### src/design/sbsm_pkg.sv
// ----------------------------------------------------------------------------
// sbsm_pkg
// Shared types and constants of the serial bank switch mapper: bus and
// result words, access kinds, queue command format and register codes.
// ----------------------------------------------------------------------------
package sbsm_pkg;

  // Sizes
  localparam int unsigned WORK_RAM_BYTES_DEF = 8192;
  localparam int unsigned QUEUE_DEPTH        = 2;
  localparam int unsigned WRAM_OFS_W         = 13;  // 8K window 0x6000-0x7FFF
  localparam int unsigned MAP_W              = 18;

  // Access kinds
  typedef enum logic [2:0] {
    KIND_CPU_RD   = 3'd0,
    KIND_CPU_WR   = 3'd1,
    KIND_PPU_RD   = 3'd2,
    KIND_PPU_WR   = 3'd3,
    KIND_CART_RST = 3'd4
  } kind_e;

  // Serial register targets, chosen by address bits 14:13
  typedef enum logic [1:0] {
    TGT_CONTROL  = 2'd0,
    TGT_CHR_LOW  = 2'd1,
    TGT_CHR_HIGH = 2'd2,
    TGT_PRG      = 2'd3
  } target_e;

  // PRG banking modes, control bits 3:2
  typedef enum logic [1:0] {
    PRG_MODE_32K_A = 2'd0,
    PRG_MODE_32K_B = 2'd1,
    PRG_MODE_FIX_LOW  = 2'd2,
    PRG_MODE_FIX_HIGH = 2'd3
  } prg_mode_e;

  // Configuration register indexes
  typedef enum logic {
    CFG_PRG_BANK_COUNT = 1'b0,
    CFG_CHR_BANK_COUNT = 1'b1
  } cfg_index_e;

  // Back-end operation of a queued command
  typedef enum logic [1:0] {
    OP_NONE   = 2'd0,
    OP_RAM_RD = 2'd1,
    OP_RAM_WR = 2'd2
  } op_e;

  // Reset values
  localparam logic [4:0] CTRL_RESET            = 5'h1C;
  localparam logic [4:0] CTRL_PRG_MODE_FORCE   = 5'h0C;
  localparam logic [1:0] MIRROR_RESET          = 2'd3;
  localparam logic [4:0] PRG_BANK_COUNT_RESET  = 5'd16;
  localparam logic [5:0] CHR_BANK_COUNT_RESET  = 6'd0;
  localparam logic [2:0] SHIFT_LAST            = 3'd4;

  typedef struct packed {
    logic [2:0]  kind;
    logic [15:0] addr;
    logic [7:0]  write_data;
  } in_word_t;

  typedef struct packed {
    logic              handled;
    logic              to_rom;
    logic [MAP_W-1:0]  mapped_address;
    logic [7:0]        read_data;
    logic [1:0]        mirroring;
  } out_word_t;

  typedef struct packed {
    logic       valid;
    logic       index;
    logic [5:0] data;
  } cfg_wr_t;

  typedef struct packed {
    op_e                   op;
    logic                  handled;
    logic                  to_rom;
    logic [MAP_W-1:0]      mapped;
    logic [1:0]            mirror;
    logic [WRAM_OFS_W-1:0] ram_addr;
    logic [7:0]            wdata;
  } cmd_t;

endpackage

### src/design/sbsm_queue.sv
// ----------------------------------------------------------------------------
// sbsm_queue
// Short command queue between the front end and the back end.
// ----------------------------------------------------------------------------
module sbsm_queue import sbsm_pkg::*; (
  input  logic clk_i,
  input  logic rst_ni,
  input  logic push_i,
  input  cmd_t push_cmd_i,
  output logic full_o,
  input  logic pop_i,
  output logic valid_o,
  output cmd_t head_o
);

  localparam int unsigned PTR_W = (QUEUE_DEPTH > 1) ? $clog2(QUEUE_DEPTH) : 1;
  localparam int unsigned CNT_W = $clog2(QUEUE_DEPTH + 1);
  localparam logic [PTR_W-1:0] PTR_LAST = PTR_W'(QUEUE_DEPTH - 1);
  localparam logic [CNT_W-1:0] CNT_FULL = CNT_W'(QUEUE_DEPTH);

  cmd_t             slot_q [QUEUE_DEPTH];
  logic [PTR_W-1:0] wr_ptr_q, wr_ptr_d;
  logic [PTR_W-1:0] rd_ptr_q, rd_ptr_d;
  logic [CNT_W-1:0] count_q, count_d;

  assign full_o  = (count_q == CNT_FULL);
  assign valid_o = (count_q != '0);
  assign head_o  = slot_q[rd_ptr_q];

  // Advance pointers and count
  always_comb begin
    wr_ptr_d = wr_ptr_q;
    rd_ptr_d = rd_ptr_q;
    count_d  = count_q;
    if (push_i) begin
      wr_ptr_d = (wr_ptr_q == PTR_LAST) ? '0 : wr_ptr_q + 1'b1;
    end
    if (pop_i) begin
      rd_ptr_d = (rd_ptr_q == PTR_LAST) ? '0 : rd_ptr_q + 1'b1;
    end
    case ({push_i, pop_i})
      2'b10:   count_d = count_q + 1'b1;
      2'b01:   count_d = count_q - 1'b1;
      default: count_d = count_q;
    endcase
  end

  always_ff @(posedge clk_i or negedge rst_ni) begin
    if (!rst_ni) begin
      wr_ptr_q <= '0;
      rd_ptr_q <= '0;
      count_q  <= '0;
    end else begin
      wr_ptr_q <= wr_ptr_d;
      rd_ptr_q <= rd_ptr_d;
      count_q  <= count_d;
    end
  end

  // Store the pushed command
  always_ff @(posedge clk_i) begin
    if (push_i) begin
      slot_q[wr_ptr_q] <= push_cmd_i;
    end
  end

endmodule

### config.mk
export PLATFORM = sky130hd
export DESIGN_NAME = sbsm_queue
export DESIGN_NICKNAME = d
export VERILOG_FILES = /design/src/design/sbsm_pkg.sv /design/src/design/sbsm_queue.sv
export SDC_FILE = /design/constraint.sdc
export NUM_CORES = 1
export LEC_CHECK = 0
export BUFFER_PORTS_ARGS = -buffer_cell sky130_fd_sc_hd__buf_2
export CELL_PAD_IN_SITES_DETAIL_PLACEMENT = 1
export CELL_PAD_IN_SITES_GLOBAL_PLACEMENT = 1
export CORE_MARGIN = 2
export CORE_UTILIZATION = 44
export DETAILED_ROUTE_END_ITERATION = 8
export PLACE_DENSITY_LB_ADDON = 0.25
export SLEW_MARGIN = 25
export SYNTH_ARGS = -nofsm -noshare
export SYNTH_HDL_FRONTEND = slang
export SYNTH_SLANG_ARGS = --single-unit
### constraint.sdc
create_clock -name clk_i -period 3.5 [get_ports clk_i]
set_input_delay 0.7 -clock clk_i [delete_from_list [all_inputs] [get_ports clk_i]]
set_output_delay 0.7 -clock clk_i [all_outputs]
set_load 0.05 [all_outputs]
==> impl_metrics.tcl <==
set metrics [dict create \
    status "complete, no violations" \
    area_growth_pct 21.01 \
    synth_seq_cells 94 \
    final_cell_count_no_fill 371 \
    switching_share_pct 41.16 \
    grtUsageTotal_pct 14.47 \
    powerDensity_nw_per_um2 932.6 \
    synth.top_cells.by_area "edfxtp_1 (74%), mux2_4 (16%), dfrtp_1 (2.8%), buf_12 (2.2%), mux2_2 (1.9%)" \
    synth-seq-area-share_pct 77.13 \
    cp-startpoint "rd_ptr_q" \
    pwr-share-seq_pct 39.5 \
    synth_top_family_by_area "multiplexers" \
    clock_path_buffers 2 \
    cp-end-kind "output port" \
    met2_usage_pct 25.65 \
    grt.busiest_layer "met2" \
    firstDrtPassIters 4 \
    post_cts_buffers 0 \
    grt_first_pass_wirelength_mm 9.377 \
    dieArea_um2 9001 \
    place_congestion 0.6689 \
    use_met3_pct 3.113 \
    synth_fa_ha_area_share_pct 0.3444 \
    htree_levels 3 \
    synth-xor-area-share_pct 1.205 \
    pwr-share-clk_pct 17.1 \
    tightestPinTransition_ps 683.0 \
    io-pin-count 96 \
    required_ps 2800 \
    synthMuxAreaShare_pct 17.98 \
    synthArstFlopShare_pct 4.255 \
    ctsHoldBuffers 0 \
    period_minus_slack_ps 2758 \
    cts_made_buffers 9 \
    wl_per_cell_um 16.51 \
    crit_fanout 19 \
    power_frac_comb_pct 43.4 \
    path_clk_slew_ps 90 \
    max_freq_ghz 0.3626 \
    synth-simple-area-share_pct 0.7231 \
    intPower_mw 2.412 \
    routed_via_density 4.730 \
    synth_compound_area_share_pct 0 \
    grt.overflow.total 0 \
    dp.cells 355 \
    die_w_um 94.88 \
    maxSlewHeadroom_pct 54.46 \
    finalHoldViolCount 0 \
    rsz0062_at_grt "false" \
    cp.buffers_inverters 2 \
    drt_wl_total_mm 6.126 \
    yosys_warnings 0 \
    cts_root_buf "clkbuf_8" \
    fin_util_pct 54.33 \
    cp-start-kind "flop" \
    tns_ps 0 \
    remaining_drc_errors 0 \
    syn_area_um2 3633 \
    die_h_um 94.88 \
    cts.sinks 94 \
    setup_viol 0 \
    clock_skew_ps 7.049 \
    antenna_found_initial 0 \
    synth_top_cell_by_area "edfxtp_1" \
    ant_nets 0 \
    netlist_instances 156 \
    synth-edff-count 90 \
    synth_top_area_share_pct 74.38 \
    std_cell_rows 33 \
    num_vias 1755 \
    p_leak_nw 1.768 \
    fp.coreArea_um2 8093 \
    p_sw_mw 1.688 \
    slew_violations 0 \
    io_buffers 95 \
    insertion_delay_ps 340 \
    stdcell_area_um2 4397 \
    critical_path_class "reg2out" \
    drv_cap 0 \
    fillers 798 \
    critical_path.max_stage_delay_ps 730 \
    grt_max_degree 28 \
    synth.most_common_cell "edfxtp_1" \
    nNetsFinal 311 \
    first_global_vias 1853 \
    cp_slowest_cell "dfrtp_2" \
    ir_drop_uv 384.1 \
    ys_types 14 \
    ys.flop_type "edfxtp_1" \
    setup_slack_ps 742.1 \
    ctsResizeCount 0 \
    start_util_pct 44.90 \
    cts_tree "yes" \
    syn_area_per_cell_um2 23.29 \
    r2r-start "wr_ptr_q" \
    hold_class "in2async" \
    syn-num-nets 206 \
    finalCritPeriodShare_pct 78.80 \
    drive_gt1_share_pct 61.28 \
    critPathTopFamily "flip-flops" \
    use_met1_pct 16.61 \
    place_area_um2 4202 \
    netlist_top_cells_count "edfxtp_1 (90), mux2_4 (39), mux2_2 (6)" \
    place_ws_ps 1072 \
    drtIter0Drc 58 \
    n_antenna_cell 0 \
    crit_arrival_ps 2060 \
    path_cells "buf_4, mux2_2, buf_2" \
]
==> worst register-to-register path: stages, from the launching register on <==
cell	delay [ps]
dfrtp_1	420
and2_2	630
buf_4	390
==> sequential cells by signal, summed over array words and instances, names as in the netlist <==
name and count:
count_q 2, rd_ptr_q 1, slot_q 90, wr_ptr_q 1
==> metrics by stage <==
step                power [mW]  hold slack (ps)
floorplan                3.182            404.4
global placement         3.425            466.1
detailed placement       3.459            476.3
CTS                      4.153            139.7
global route             4.277            133.4
finish                   4.100            153.8
==> power groups by stage <==
| stage | sequential [mW] | combinational, mW | clock (mW) |
|---|---|---|---|
| after floorplan | 1.58 | 1.61 | 0 |
| after global placement | 1.63 | 1.79 | 0 |
| after detailed placement | 1.65 | 1.81 | 0 |
| after CTS | 1.63 | 1.81 | 0.719 |
| after global routing | 1.65 | 1.87 | 0.760 |
| final | 1.62 | 1.78 | 0.701 |
==> cell families after synthesis <==
family,Yosys count
xor gates and xnor gates,5
buffers and inverters,6
and+or+nand+nor,5
muxes,45
DFF,94
adders and majority gates,1
==> area by class of cell <==
type,count,area [um^2],share of cell area (%)
Sequential cell,94,2804,63.77
Multi-Input combinational cell,56,744.5,16.93
Timing Repair Buffer,99,518.0,11.78
Tap cell,105,131.4,2.988
Clock buffer,10,127.6,2.903
Clock inverter,6,67.56,1.537
Inverter,1,3.754,0.08537
==> final timing paths <==
check,endpoint,cells after the start,slack (ps)
max in group asynchronous,rd_ptr_q,1,3200
hold reg to reg,count_q[1],1,490
setup reg to reg,slot_q[1][25],2,1730
hold / removal,count_q[0],1,150
min in group clk_i,count_q[1],1,490
setup / recovery,head_o[32],3,740
==> cells in the final DEF (no fill, tap or decap) <==
cell         n
clkbuf_8     9
and2_2       1
buf_2       95
clkbuf_1     1
inv_6        2
dfrtp_2      1
dfrtp_1      3
inv_1        1
bufinv_16    1
buf_12       1
xor2_1       3
edfxtp_1    90
clkinvlp_4   2
or2_2        1
nor2b_1      1
xnor2_1      2
nor2_4       1
ha_1         1
buf_4        3
clkinv_2     1
nor2_1       1
mux2_4      39
mux2_2       6
==> layer usage <==
layer	routed length (um)	part of all wire, %
met1	2297	37
met2	3396	55
met3	324	5.3
met4	107	1.7
met5	0	0
No activity file was read; power rests on OpenSTA's default activity.
