### config.mk
export PLATFORM = sky130hd
export DESIGN_NAME = sbsm_front
export DESIGN_NICKNAME = d
export VERILOG_FILES = /design/src/design/sbsm_pkg.sv /design/src/design/sbsm_front.sv
export SDC_FILE = /design/constraint.sdc
export NUM_CORES = 1
export LEC_CHECK = 0
export ABC_AREA = 1
export BUFFER_PORTS_ARGS = -buffer_cell sky130_fd_sc_hd__clkbuf_2
export CORE_ASPECT_RATIO = 0.5
export CORE_MARGIN = 10
export CORE_UTILIZATION = 45
export DETAILED_ROUTE_END_ITERATION = 12
export MAX_ROUTING_LAYER = met4
export PLACE_DENSITY_LB_ADDON = 0.25
export SYNTH_ARGS = -nofsm -noshare
export SYNTH_HDL_FRONTEND = slang
export SYNTH_SLANG_ARGS = --single-unit
export TNS_END_PERCENT = 5
### constraint.sdc
create_clock -name clk_i -period 1.55 [get_ports clk_i]
set_clock_uncertainty 0.05 [all_clocks]
set_input_delay 0.0775 -clock clk_i [delete_from_list [all_inputs] [get_ports clk_i]]
set_output_delay 0.0775 -clock clk_i [all_outputs]
set_load 0.005 [all_outputs]
### src/design/sbsm_pkg.sv
// ----------------------------------------------------------------------------
// sbsm_pkg
// Shared types and constants of the serial bank switch mapper: bus and
// result words, access kinds, queue command format and register codes.
// ----------------------------------------------------------------------------
package sbsm_pkg;

  // Sizes
  localparam int unsigned WORK_RAM_BYTES_DEF = 8192;
  localparam int unsigned QUEUE_DEPTH        = 2;
  localparam int unsigned WRAM_OFS_W         = 13;  // 8K window 0x6000-0x7FFF
  localparam int unsigned MAP_W              = 18;

  // Access kinds
  typedef enum logic [2:0] {
    KIND_CPU_RD   = 3'd0,
    KIND_CPU_WR   = 3'd1,
    KIND_PPU_RD   = 3'd2,
    KIND_PPU_WR   = 3'd3,
    KIND_CART_RST = 3'd4
  } kind_e;

  // Serial register targets, chosen by address bits 14:13
  typedef enum logic [1:0] {
    TGT_CONTROL  = 2'd0,
    TGT_CHR_LOW  = 2'd1,
    TGT_CHR_HIGH = 2'd2,
    TGT_PRG      = 2'd3
  } target_e;

  // PRG banking modes, control bits 3:2
  typedef enum logic [1:0] {
    PRG_MODE_32K_A = 2'd0,
    PRG_MODE_32K_B = 2'd1,
    PRG_MODE_FIX_LOW  = 2'd2,
    PRG_MODE_FIX_HIGH = 2'd3
  } prg_mode_e;

  // Configuration register indexes
  typedef enum logic {
    CFG_PRG_BANK_COUNT = 1'b0,
    CFG_CHR_BANK_COUNT = 1'b1
  } cfg_index_e;

  // Back-end operation of a queued command
  typedef enum logic [1:0] {
    OP_NONE   = 2'd0,
    OP_RAM_RD = 2'd1,
    OP_RAM_WR = 2'd2
  } op_e;

  // Reset values
  localparam logic [4:0] CTRL_RESET            = 5'h1C;
  localparam logic [4:0] CTRL_PRG_MODE_FORCE   = 5'h0C;
  localparam logic [1:0] MIRROR_RESET          = 2'd3;
  localparam logic [4:0] PRG_BANK_COUNT_RESET  = 5'd16;
  localparam logic [5:0] CHR_BANK_COUNT_RESET  = 6'd0;
  localparam logic [2:0] SHIFT_LAST            = 3'd4;

  typedef struct packed {
    logic [2:0]  kind;
    logic [15:0] addr;
    logic [7:0]  write_data;
  } in_word_t;

  typedef struct packed {
    logic              handled;
    logic              to_rom;
    logic [MAP_W-1:0]  mapped_address;
    logic [7:0]        read_data;
    logic [1:0]        mirroring;
  } out_word_t;

  typedef struct packed {
    logic       valid;
    logic       index;
    logic [5:0] data;
  } cfg_wr_t;

  typedef struct packed {
    op_e                   op;
    logic                  handled;
    logic                  to_rom;
    logic [MAP_W-1:0]      mapped;
    logic [1:0]            mirror;
    logic [WRAM_OFS_W-1:0] ram_addr;
    logic [7:0]            wdata;
  } cmd_t;

endpackage

### src/design/sbsm_front.sv
// ----------------------------------------------------------------------------
// sbsm_front
// Accepts bus words, runs the serial register and bank registers, and turns
// each word into a command for the back end with the mapped address done.
// ----------------------------------------------------------------------------
module sbsm_front import sbsm_pkg::*; (
  input  logic     clk_i,
  input  logic     rst_ni,
  input  cfg_wr_t  cfg_i,
  input  logic     take_i,
  input  in_word_t in_word_i,
  output cmd_t     cmd_o
);

  logic [4:0] prg_count_q, prg_count_d;
  logic [5:0] chr_count_q, chr_count_d;
  logic [4:0] shift_value_q, shift_value_d;
  logic [2:0] shift_count_q, shift_count_d;
  logic [4:0] control_q, control_d;
  logic [4:0] chr_low_q, chr_low_d;
  logic [4:0] chr_high_q, chr_high_d;
  logic [3:0] chr_full_q, chr_full_d;
  logic [3:0] prg_low_q, prg_low_d;
  logic [3:0] prg_high_q, prg_high_d;
  logic [2:0] prg_full_q, prg_full_d;
  logic [1:0] mirror_q, mirror_d;

  logic [3:0]  last_bank;
  logic [4:0]  shifted;
  logic [15:0] addr;
  logic        in_wram;
  logic        in_prg;
  logic        in_chr;
  logic [3:0]  prg_bank;
  logic [4:0]  chr_bank;
  prg_mode_e   prg_mode;

  assign addr      = in_word_i.addr;
  assign in_wram   = (addr[15:13] == 3'b011);
  assign in_prg    = addr[15];
  assign in_chr    = (addr[15:13] == 3'b000);
  assign last_bank = prg_count_q[3:0] - 4'd1;
  assign shifted   = {in_word_i.write_data[0], shift_value_q[4:1]};
  assign prg_bank  = addr[14] ? prg_high_q : prg_low_q;
  assign chr_bank  = addr[12] ? chr_high_q : chr_low_q;
  assign prg_mode  = prg_mode_e'(control_q[3:2]);

  // Configuration writes
  always_comb begin
    prg_count_d = prg_count_q;
    chr_count_d = chr_count_q;
    if (cfg_i.valid) begin
      unique case (cfg_index_e'(cfg_i.index))
        CFG_PRG_BANK_COUNT: prg_count_d = cfg_i.data[4:0];
        CFG_CHR_BANK_COUNT: chr_count_d = cfg_i.data;
        default: ;
      endcase
    end
  end

  // Decode the word, update mapper state and build the command
  always_comb begin
    shift_value_d = shift_value_q;
    shift_count_d = shift_count_q;
    control_d     = control_q;
    chr_low_d     = chr_low_q;
    chr_high_d    = chr_high_q;
    chr_full_d    = chr_full_q;
    prg_low_d     = prg_low_q;
    prg_high_d    = prg_high_q;
    prg_full_d    = prg_full_q;
    mirror_d      = mirror_q;

    cmd_o          = '0;
    cmd_o.op       = OP_NONE;
    cmd_o.ram_addr = addr[WRAM_OFS_W-1:0];
    cmd_o.wdata    = in_word_i.write_data;

    unique case (in_word_i.kind)
      KIND_CPU_RD: begin
        if (in_wram) begin
          cmd_o.handled = 1'b1;
          cmd_o.op      = OP_RAM_RD;
        end else if (in_prg) begin
          cmd_o.handled = 1'b1;
          cmd_o.to_rom  = 1'b1;
          if (control_q[3]) begin
            cmd_o.mapped = {prg_bank, addr[13:0]};
          end else begin
            cmd_o.mapped = {prg_full_q, addr[14:0]};
          end
        end
      end
      KIND_CPU_WR: begin
        if (in_wram) begin
          cmd_o.handled = 1'b1;
          cmd_o.op      = OP_RAM_WR;
        end else if (in_prg) begin
          cmd_o.handled = 1'b1;
          if (in_word_i.write_data[7]) begin
            shift_value_d = '0;
            shift_count_d = '0;
            control_d     = control_q | CTRL_PRG_MODE_FORCE;
          end else if (shift_count_q >= SHIFT_LAST) begin
            shift_value_d = '0;
            shift_count_d = '0;
            // Commit the fifth bit to the addressed register
            unique case (target_e'(addr[14:13]))
              TGT_CONTROL: begin
                control_d = shifted;
                mirror_d  = shifted[1:0];
              end
              TGT_CHR_LOW: begin
                if (control_q[4]) begin
                  chr_low_d = shifted;
                end else begin
                  chr_full_d = shifted[4:1];
                end
              end
              TGT_CHR_HIGH: begin
                if (control_q[4]) begin
                  chr_high_d = shifted;
                end
              end
              TGT_PRG: begin
                unique case (prg_mode)
                  PRG_MODE_32K_A, PRG_MODE_32K_B: prg_full_d = shifted[3:1];
                  PRG_MODE_FIX_LOW: begin
                    prg_low_d  = '0;
                    prg_high_d = shifted[3:0];
                  end
                  PRG_MODE_FIX_HIGH: begin
                    prg_low_d  = shifted[3:0];
                    prg_high_d = last_bank;
                  end
                  default: ;
                endcase
              end
              default: ;
            endcase
          end else begin
            shift_value_d = shifted;
            shift_count_d = shift_count_q + 3'd1;
          end
        end
      end
      KIND_PPU_RD: begin
        if (in_chr) begin
          cmd_o.handled = 1'b1;
          cmd_o.to_rom  = 1'b1;
          if (chr_count_q == '0) begin
            cmd_o.mapped = MAP_W'(addr);
          end else if (control_q[4]) begin
            cmd_o.mapped = {1'b0, chr_bank, addr[11:0]};
          end else begin
            cmd_o.mapped = {1'b0, chr_full_q, addr[12:0]};
          end
        end
      end
      KIND_PPU_WR: begin
        if (in_chr && (chr_count_q == '0)) begin
          cmd_o.handled = 1'b1;
          cmd_o.to_rom  = 1'b1;
          cmd_o.mapped  = MAP_W'(addr);
        end
      end
      KIND_CART_RST: begin
        shift_value_d = '0;
        shift_count_d = '0;
        control_d     = CTRL_RESET;
        chr_low_d     = '0;
        chr_high_d    = '0;
        chr_full_d    = '0;
        prg_low_d     = '0;
        prg_high_d    = last_bank;
        prg_full_d    = '0;
      end
      default: ;
    endcase

    cmd_o.mirror = mirror_d;
  end

  // Hold state; advance on a taken word or a configuration write
  always_ff @(posedge clk_i or negedge rst_ni) begin
    if (!rst_ni) begin
      prg_count_q   <= PRG_BANK_COUNT_RESET;
      chr_count_q   <= CHR_BANK_COUNT_RESET;
      shift_value_q <= '0;
      shift_count_q <= '0;
      control_q     <= CTRL_RESET;
      chr_low_q     <= '0;
      chr_high_q    <= '0;
      chr_full_q    <= '0;
      prg_low_q     <= '0;
      prg_high_q    <= PRG_BANK_COUNT_RESET[3:0] - 4'd1;
      prg_full_q    <= '0;
      mirror_q      <= MIRROR_RESET;
    end else begin
      prg_count_q <= prg_count_d;
      chr_count_q <= chr_count_d;
      if (take_i) begin
        shift_value_q <= shift_value_d;
        shift_count_q <= shift_count_d;
        control_q     <= control_d;
        chr_low_q     <= chr_low_d;
        chr_high_q    <= chr_high_d;
        chr_full_q    <= chr_full_d;
        prg_low_q     <= prg_low_d;
        prg_high_q    <= prg_high_d;
        prg_full_q    <= prg_full_d;
        mirror_q      <= mirror_d;
      end
    end
  end

endmodule

==> results of run 1 <==
Yosys cell counts (3+ instances only):
cell,number
ha_1,3
inv_1,40
nand2_2,5
nor3_1,6
and2_1,3
nand2_1,136
o21ai_2,3
a21oi_1,4
buf_4,22
inv_2,6
a31oi_1,11
buf_2,7
dfstp_2,9
nor2_1,24
o21ai_0,33
nor2_2,3
nand3_2,3
o21ai_1,3
dfrtp_1,38
nand3_1,46
cell families after synthesis:
kind of cell / Yosys count / synth area share (%)
AO/OA/AOI/OAI: 57 / 10.85
flip-flops: 47 / 39.89
adder cells (fa/ha/maj): 3 / 1.261
AND/OR/NAND/NOR: 229 / 33.38
multiplexers: 2 / 0.7566
XOR/XNOR: 1 / 0.2943
buffers and inverters: 79 / 13.58
layer usage:
layer	GRT usage, %	vias to the layer above	wire length [microns]
li1	-	1459	-
met1	18.72	1326	3883
met2	24.07	81	3343
met3	4.434	11	570
met4	4.274	0	84
met5	-	-	0
cell type report:
cell class | count | area, sq um
multi-input cells | 292 | 1451
clock buffers | 5 | 125.1
fillers | 604 | 2619
well taps | 88 | 110.1
repair buffers | 90 | 536.8
inverters | 47 | 177.7
flip-flops and latches | 47 | 1187
clock inverters | 3 | 23.77
registers in the layout, summed over array words and instances, names as in the netlist:
name / count
prg_low_q: 4
mirror_q: 2
prg_count_q: 4
chr_full_q: 4
shift_count_q: 3
chr_count_q: 6
chr_low_q: 5
prg_full_q: 3
prg_high_q: 4
chr_high_q: 5
shift_value_q: 4
control_q: 3
report_power, final:
| part | switching [uW] | internal, uW | total (uW) |
|---|---|---|---|
| clock | 478 | 603 | 1080 |
| combinational | 479 | 335 | 815 |
| sequential | 132 | 1440 | 1570 |
worst max-delay path, delay by kind of cell (launching register included):
kind | cells | cell delay [ns]
compound gates | 3 | 0.42
buf+inv | 1 | 0.15
flops | 1 | 0.59
simple gates | 1 | 0.08
placed cells by master, fill, tap and decap left out, drive strengths merged:
cell and count:
nor2 28, a31oi 12, xnor2 1, nand3b 1, o211ai 1, dlygate4sd3 5, and2 3, nand3 49
buf 16, inv 47, dfstp 9, dfrtp 38, a21boi 1, nand4 1, clkbuf 74, mux2 2
a21oi 4, nor3 6, clkinv 1, ha 3, nand2 141, o21ai 39, clkinvlp 2
timing repair:
item	4_1_cts	5_1_grt
pin swaps	5	9
buffers inserted	4	1
endpoints found under the setup margin	18	30
cloned	0	0
hold buffers	5	0
endpoints found under the hold margin	52	0
resized for setup	14	18
stage by stage:
step | power [uW] | TNS (ns) | instance area [sq um] | setup slack [ns] | util, %
after CTS | 3434 | -0.8642 | 3551 | -0.07221 | 56.99
after global routing | 3687 | -2.978 | 3612 | -0.2192 | 57.97
after floorplan | 2051 | 0 | 2977 | 0.1684 | -
after detailed placement | 2295 | 0 | 3298 | 0.008906 | 52.93
final | 3469 | -1.003 | 3612 | -0.1036 | 57.97
after global placement | 2284 | 0 | 3298 | 0.04617 | 52.93
final timing paths:
kind,depth (start not counted),slack (ns),end,from
worst min register to register,2,0.42,prg_high_q[2],prg_high_q[2]
worst max-delay path,5,-0.10,cmd_o[38],control_q[3]
worst max register to register,8,0.07,prg_high_q[1],control_q[3]
min in group asynchronous,3,0.26,shift_count_q[0],rst_ni
worst min-delay path,3,0.002,chr_count_q[2],cfg_i[2]
max in group asynchronous,3,0.90,mirror_q[0],rst_ni
==> run_results.csv, run 1 <==
group,metric,value,unit
status,status,"complete, but fails checks",
status,violations,"setup timing",
placed_design,dp_cells,554,
sta,slew_headroom,69.38,%
route,ant_nets,0,
power,ir_drop,0.5098,mV
global_routing,grt.overflow.total,0,
critical_path,crit_type,"flip-flop to primary output",
floorplanning,dieArea,10470,sq um
placed_design,place_hpwl,5.978,mm
route,wirelength,7.882,mm
critical_path,cp.arrival,1.53,ns
power,power_density,960.3,nW/um^2
clock_tree,cts-htree-levels,2,
global_routing,grt_max_degree,48,
placed_design,gp_congestion,0.8777,
clock_tree,clkTransAtPathRegs,0.07,ns
clock_tree,insertion_delay,0.29,ns
route,via_per_inst,5.030,
sta,rsz0062_at_grt,"true",
global_routing,grt_pass1_vias,2870,
synth,synth_area,2977,sq um
clock_tree,cts_buffer_depth,2,
synth,yosysWarnings,0,
critical_path,critPathSlowestCell,"dfstp_2",
synth,ys_seq_area_share,39.89,%
min_path,hold_path_class,"input port to flip-flop",
route,num_vias,2877,
cells_and_area,finalNonFillerCells,572,
sta,fin_ws,-0.1036,ns
synth,synth-main-ff-cell,"dfrtp_1",
sta,holdWs,0.001560,ns
cells_and_area,final_layout_size_suffix_gt1_share,29.96,%
cells_and_area,antenna_cells,0,
route,route.detailed.drc,0,
sta,period_share,106.7,%
synth,synth.avg_cell_area,7.121,sq um
floorplanning,chipWidth,135.0,microns
clock_tree,cts_buffers,5,
route,drt_iter0_drc,198,
floorplanning,num_rows,20,
floorplanning,io_pins,83,
clock_tree,cts_root_buf,"clkbuf_16",
critical_path,cp_max_fo,5,
synth,synth_async_sr_flop_share,100.0,%
route,wl_per_cell,13.78,microns
clock_tree,cts_tree,"built",
synth,yosys.cell_types.count,31,
synth,yosys-top-cells-area,"dfrtp_1 32%, nand2_1 17%, dfstp_2 7.9%",
floorplanning,die_h,77.51,microns
synth,synth_top_area_share,31.95,%
critical_path,critPathMostFrequentCell,"o21ai_0",
synth,synthCells,418,
synth,ys_ff_latch,47,
critical_path,critical_path_required,1.42,ns
route,drt-pass1-iter-count,4,
critical_path,slowest_delay,0.59,ns
global_routing,grt_antenna_before_repair,0,
critical_path,start_kind,"flip-flop",
placed_design,io_buffers,70,
cells_and_area,syn2layout_area_growth,21.35,%
cells_and_area,layout.nets,524,
sta,slew_viol_final,0,
run,cap_violations,0,
synth,synth_nets,459,
synth,yosysTopAreaCell,"dfrtp_1",
global_routing,grt_first_pass_wirelength,13.19,mm
sta,hold_viol_final,0,
power,p_leak,0.001912,uW
synth,synth-edff-count,0,
critical_path,end_kind,"primary output",
global_routing,grt.total_usage,15.28,%
critical_path,worstPathCellList,"o21ai_0, o21ai_1, nand2_1, o21ai_0, clkbuf_2",
clock_tree,clock_sinks,47,
floorplanning,initial_core_util,47.77,%
sta,fmax,604.7,MHz
sta,setup_viol,17,
floorplanning,core,6231,sq um
sta,worst_pin_slew,0.4576,ns
sta,finalCriticalPeriod,1.654,ns
No activity file was read; power rests on OpenSTA's default activity.
==> inputs of run 2 (changes only) <==
==> constraint.sdc (replaced) <==
create_clock -name clk_i -period 1.55 [get_ports clk_i]
set_clock_uncertainty 0.05 [all_clocks]
set_input_delay 0.31 -clock clk_i [delete_from_list [all_inputs] [get_ports clk_i]]
set_output_delay 0.31 -clock clk_i [all_outputs]
set_load 0.005 [all_outputs]
==> run 2 against run 1 <==
  * The run still ends with setup timing left
  * Via count grew 1.7%
  * Combinational power grew 11%
  * Largest cell class unchanged
  * Sequential share of layout area shrank 2.9 points
  * Utilization grew 5.8 points
  * Design area grew 9.9%
  * Highest routed layer unchanged
  * Count of clock-buffer cells in the layout grew 1
  * Register-to-register slack gained 0.02 ns
  * Fmax shrank 15%
  * Critical path type unchanged
  * Non-clock buffer count grew 39
==> run_results.csv, run 2 (synthesis gave the netlist of run 1 again) <==
group,metric,value,unit
cells_and_area,final_common_cell,"nand2_1",
cells_and_area,final_layout_size_suffix_gt1_share,36.33,%
floorplanning,num_rows,20,
sta,hold_viol_final,0,
floorplanning,initial_core_util,47.77,%
global_routing,grt.overflow.total,0,
sta,holdWs,0.2152,ns
clock_tree,insertion_delay,0.28,ns
route,route.detailed.drc,0,
clock_tree,cts-htree-levels,2,
cells_and_area,layout.area.seq,1189,sq um
power,pwr-share-clk,33.3,%
sta,slew_headroom,74.82,%
cells_and_area,finalNonFillerCells,611,
critical_path,start_kind,"flip-flop",
sta,fmax,514.8,MHz
floorplanning,die_h,77.51,microns
power,p_leak,0.002157,uW
placed_design,place_area,3641,sq um
critical_path,critical_path_required,1.19,ns
placed_design,io_buffers,70,
cells_and_area,final_area,3971,sq um
placed_design,dp_cells,598,
route,wirelength,7.942,mm
cells_and_area,layout_common_cells,"128 x nand2_1, 55 x clkbuf_2, 52 x buf_4",
route,drt-pass1-iter-count,4,
status,status,"complete, but fails checks",
global_routing,grt_antenna_before_repair,0,
clock_tree,cts_buffer_depth,2,
cells_and_area,reg.largest.list,"chr_count_q: 6 flops, chr_high_q: 5 flops, chr_low_q: 5 flops",
route,ant_nets,0,
cells_and_area,top_register,"chr_count_q",
cells_and_area,nFillCells,572,
sta,period_share,125.3,%
critical_path,cp_max_fo,7,
sta,rsz0062_at_grt,"true",
route,wl_per_cell,13.00,microns
clock_tree,clkTransAtPathRegs,0.06,ns
power,combinationalPowerShare,24.4,%
power,swShare,28.34,%
placed_design,gp_congestion,0.9151,
floorplanning,chipWidth,135.0,microns
power,ir_drop,0.4796,mV
sta,fin_ws,-0.3926,ns
clock_tree,cts_root_buf,"clkbuf_16",
route,via_per_inst,4.791,
critical_path,cp.arrival,1.58,ns
cells_and_area,largest_reg_flops,6,
cells_and_area,syn2layout_area_growth,33.42,%
cells_and_area,multi_input_comb_area,1465,sq um
power,seqPwrFrac,42.3,%
global_routing,grt.total_usage,15.54,%
clock_tree,cts_tree,"built",
sta,setup_viol,22,
critical_path,end_kind,"primary output",
min_path,hold_path_class,"input port to flip-flop",
power,switchingPower,1051,uW
global_routing,grt_first_pass_wirelength,13.50,mm
floorplanning,io_pins,83,
floorplanning,core,6231,sq um
floorplanning,dieArea,10470,sq um
power,total_power,3706,uW
run,cap_violations,0,
sta,worst_pin_slew,0.3767,ns
global_routing,grt_max_degree,48,
global_routing,grt_pass1_vias,2850,
clock_tree,clock_sinks,47,
cells_and_area,antenna_cells,0,
sta,tns,-6.402,ns
clock_tree,cts_buffers,5,
critical_path,crit_type,"flip-flop to primary output",
sta,slew_viol_final,0,
cells_and_area,layout.nets,563,
status,violations,"setup timing",
route,drt_iter0_drc,158,
placed_design,place_hpwl,6.290,mm
power,power_density,933.3,nW/um^2
route,num_vias,2927,
power,p_int,2656,uW
sta,finalCriticalPeriod,1.943,ns
run 2: final cells by class:
cell class	count	share of cell area, %
tap	88	2.773
clock buffer	6	3.497
inverter	47	4.537
multi-input combinational	292	36.89
clock inverter	2	0.8822
sequential	47	29.93
timing repair buffer	129	21.49
run 2: per-layer routing:
layer / GRT usage [%] / up-vias / share of wire (%)
li1: - / 1532 / -
met1: 20.40 / 1308 / 50
met2: 23.44 / 79 / 42
met3: 4.434 / 8 / 8.0
met4: 2.885 / 0 / 0.59
met5: - / - / 0
run 2: stage by stage:
stage	util, %	worst slack, ns
6_report	63.73	-0.3926
5_1_grt	63.73	-0.4718
4_1_cts	62.03	-0.3378
3_5_place_dp	58.43	-0.1500
3_3_place_gp	58.43	-0.1621
2_1_floorplan	-	0.02926
run 2: repair_timing:
action                     CTS  global route
gates resized for setup     13            35
hold endpoints to repair    38             0
cloned                       0             1
setup buffers                1             2
setup endpoints to repair   27            37
pin swaps                    3            10
hold buffers                 1             0
run 2: power groups by stage:
stage / registers (uW) / clock network (uW) / logic (uW)
final: 1570 / 1230 / 903
after global placement: 1570 / 0 / 838
after global routing: 1590 / 1320 / 1030
after CTS: 1560 / 1260 / 872
after floorplan: 1540 / 0 / 513
after detailed placement: 1580 / 0 / 851
run 2: worst paths after layout:
| check | slack (ns) | from | cells past startpoint | to |
|---|---|---|---|---|
| max | -0.39 | chr_count_q[1] | 7 | cmd_o[31] |
| min | 0.22 | cfg_i[5] | 2 | chr_count_q[5] |
| max reg2reg | 0.09 | control_q[4] | 6 | chr_high_q[3] |
| min reg2reg | 0.42 | prg_high_q[0] | 2 | prg_high_q[0] |
| max in group asynchronous | 0.68 | rst_ni | 3 | prg_high_q[2] |
| min in group asynchronous | 0.49 | rst_ni | 3 | shift_count_q[0] |
run 2: worst max-delay path: stages, from the launching register on:
cell	delay [ns]
dfrtp_1	0.39
nor2_2	0.16
nand3_4	0.14
inv_4	0.09
nand2_4	0.06
buf_8	0.14
a31oi_1	0.17
buf_2	0.15
==> inputs of run 3 (changes only) <==
--- a/config.mk
+++ b/config.mk
@@ -9,7 +9,7 @@
 export BUFFER_PORTS_ARGS = -buffer_cell sky130_fd_sc_hd__clkbuf_2
 export CORE_ASPECT_RATIO = 0.5
 export CORE_MARGIN = 10
-export CORE_UTILIZATION = 45
+export CORE_UTILIZATION = 53
 export DETAILED_ROUTE_END_ITERATION = 12
 export MAX_ROUTING_LAYER = met4
 export PLACE_DENSITY_LB_ADDON = 0.25
==> run 3 against run 2 <==
  * The flow still finishes with violations (setup timing)
  * Global-route usage grew 1.9 points
  * Clock power about the same
  * Non-clock buffer count fell by 4
  * Sequential power about the same
  * Critical path type unchanged
  * Critical endpoint is now cmd_o[26]
==> run_results.csv, run 3 (synthesis gave the netlist of run 1 again) <==
group,metric,value,unit
floorplanning,io_pins,83,
power,power_density,940.5,nW/um^2
cells_and_area,layout_common_cells,"128 x nand2_1, 58 x clkbuf_2, 52 x buf_4",
clock_tree,clkTransAtPathRegs,0.06,ns
min_path,hold_path_end,"chr_count_q[5]",
sta,slew_viol_final,0,
global_routing,grt.total_usage,17.39,%
cells_and_area,finish.utilization,70.96,%
placed_design,place_area,3595,sq um
route,drt-pass1-iter-count,5,
sta,fmax,523.5,MHz
min_path,hp-start,"cfg_i[5]",
placed_design,io_buffers,70,
floorplanning,num_rows,19,
clock_tree,cts_root_buf,"clkbuf_16",
global_routing,grt_max_degree,48,
cells_and_area,largest_reg_flops,6,
status,violations,"setup timing",
route,num_vias,2997,
sta,period_share,123.2,%
min_path,hold_path_class,"input port to flip-flop",
cells_and_area,multi_input_comb_area,1471,sq um
sta,setup_viol,22,
critical_path,r2r-start,"control_q[4]",
cells_and_area,final_layout_size_suffix_gt1_share,35.45,%
global_routing,grt_antenna_before_repair,0,
route,wirelength,7.811,mm
route,wl_per_cell,13.19,microns
sta,holdWs,0.2008,ns
floorplanning,initial_core_util,54.44,%
cells_and_area,layout.nets,559,
cells_and_area,reg.largest.list,"chr_count_q: 6 flops, chr_high_q: 5 flops, chr_low_q: 5 flops",
clock_tree,clock_sinks,47,
critical_path,crit_type,"flip-flop to primary output",
route,drt_iter0_drc,211,
min_path,hold_depth,2,
clock_tree,cts_tree,"built",
sta,fin_ws,-0.3602,ns
global_routing,grt.overflow.total,0,
cells_and_area,nFillCells,458,
sta,hold_viol_final,0,
critical_path,start_kind,"flip-flop",
critical_path,cp.arrival,1.55,ns
critical_path,cp_max_fo,6,
cells_and_area,syn2layout_area_growth,30.35,%
clock_tree,cts_buffers,5,
critical_path,r2r_slack,0.07,ns
clock_tree,insertion_delay,0.29,ns
status,status,"complete, but fails checks",
critical_path,end_kind,"primary output",
cells_and_area,layout.area.seq,1189,sq um
sta,worst_pin_slew,0.3850,ns
floorplanning,dieArea,9196,sq um
floorplanning,die_h,72.99,microns
placed_design,gp_congestion,0.9015,
power,total_power,3649,uW
run,cap_violations,0,
sta,finalCriticalPeriod,1.910,ns
critical_path,critical_path_required,1.19,ns
route,via_per_inst,5.063,
global_routing,grt_first_pass_wirelength,13.20,mm
route,ant_nets,0,
power,p_leak,0.002099,uW
floorplanning,chipWidth,126.0,microns
cells_and_area,final_area,3880,sq um
clock_tree,cts_buffer_depth,2,
floorplanning,core,5468,sq um
cells_and_area,finalNonFillerCells,592,
critical_path,reg2regPathDepth,6,
clock_tree,cts-htree-levels,2,
route,route.detailed.drc,0,
placed_design,dp_cells,581,
critical_path,r2r_end,"chr_high_q[2]",
global_routing,grt_pass1_vias,2897,
placed_design,place_hpwl,6.031,mm
cells_and_area,antenna_cells,0,
sta,slew_headroom,74.27,%
sta,rsz0062_at_grt,"true",
cells_and_area,top_register,"chr_count_q",
cells_and_area,final_common_cell,"nand2_1",
power,ir_drop,0.6758,mV
-- run 3: worst max-delay path by stage --
stage | from | to | slack (ns) | cells after the start
floorplan | in_word_i[22] | cmd_o[24] | 0.03 | 7
CTS | chr_count_q[2] | cmd_o[33] | -0.33 | 7
global placement | in_word_i[21] | cmd_o[37] | -0.14 | 8
detailed placement | in_word_i[21] | cmd_o[37] | -0.17 | 8
global route | chr_count_q[0] | cmd_o[27] | -0.46 | 7
finish | chr_count_q[0] | cmd_o[26] | -0.36 | 7
-- run 3: final cells by class --
| type | count | area share [%] |
|---|---|---|
| well taps | 73 | 2.354 |
| multi-input cells | 292 | 37.92 |
| flip-flops and latches | 47 | 30.64 |
| inverters | 47 | 4.579 |
| repair buffers | 125 | 20.15 |
| clock inverters | 3 | 1.129 |
| clock buffers | 5 | 3.225 |
-- run 3: routing by layer --
layer,part of all wire [%],GRT usage (%)
met5,0,-
met4,0.95,3.639
met3,7.5,5.294
met2,47,28.11
met1,45,21.21
-- run 3: timing repair --
action                     in CTS  in global routing
cloned                          0                  1
pin swaps                       3                  4
hold buffers                    1                  0
setup endpoints to repair      23                 42
hold endpoints to repair       38                  0
resized for setup              11                 31
setup buffers                   0                  1
-- run 3: power breakdown --
group / switching, uW / internal, uW / leakage (uW)
Clock: 469 / 761 / 0.0000838
Sequential: 118 / 1440 / 0.000595
Combinational: 485 / 376 / 0.00142
-- run 3: per-stage QoR --
step           setup TNS (ns)  worst slack [ns]
5_1_grt                -8.112           -0.4563
2_1_floorplan               0           0.02926
3_3_place_gp           -2.269           -0.1401
6_report               -6.139           -0.3602
3_5_place_dp           -2.562           -0.1737
4_1_cts                -5.862           -0.3303
-- run 3: worst max-delay path, stage by stage, from the launching register on --
cell     delay [ns]
dfrtp_1        0.39
nor2_2         0.14
nand3_2        0.14
inv_2          0.09
nand2_2        0.07
buf_4          0.16
a31oi_1        0.12
buf_2          0.14
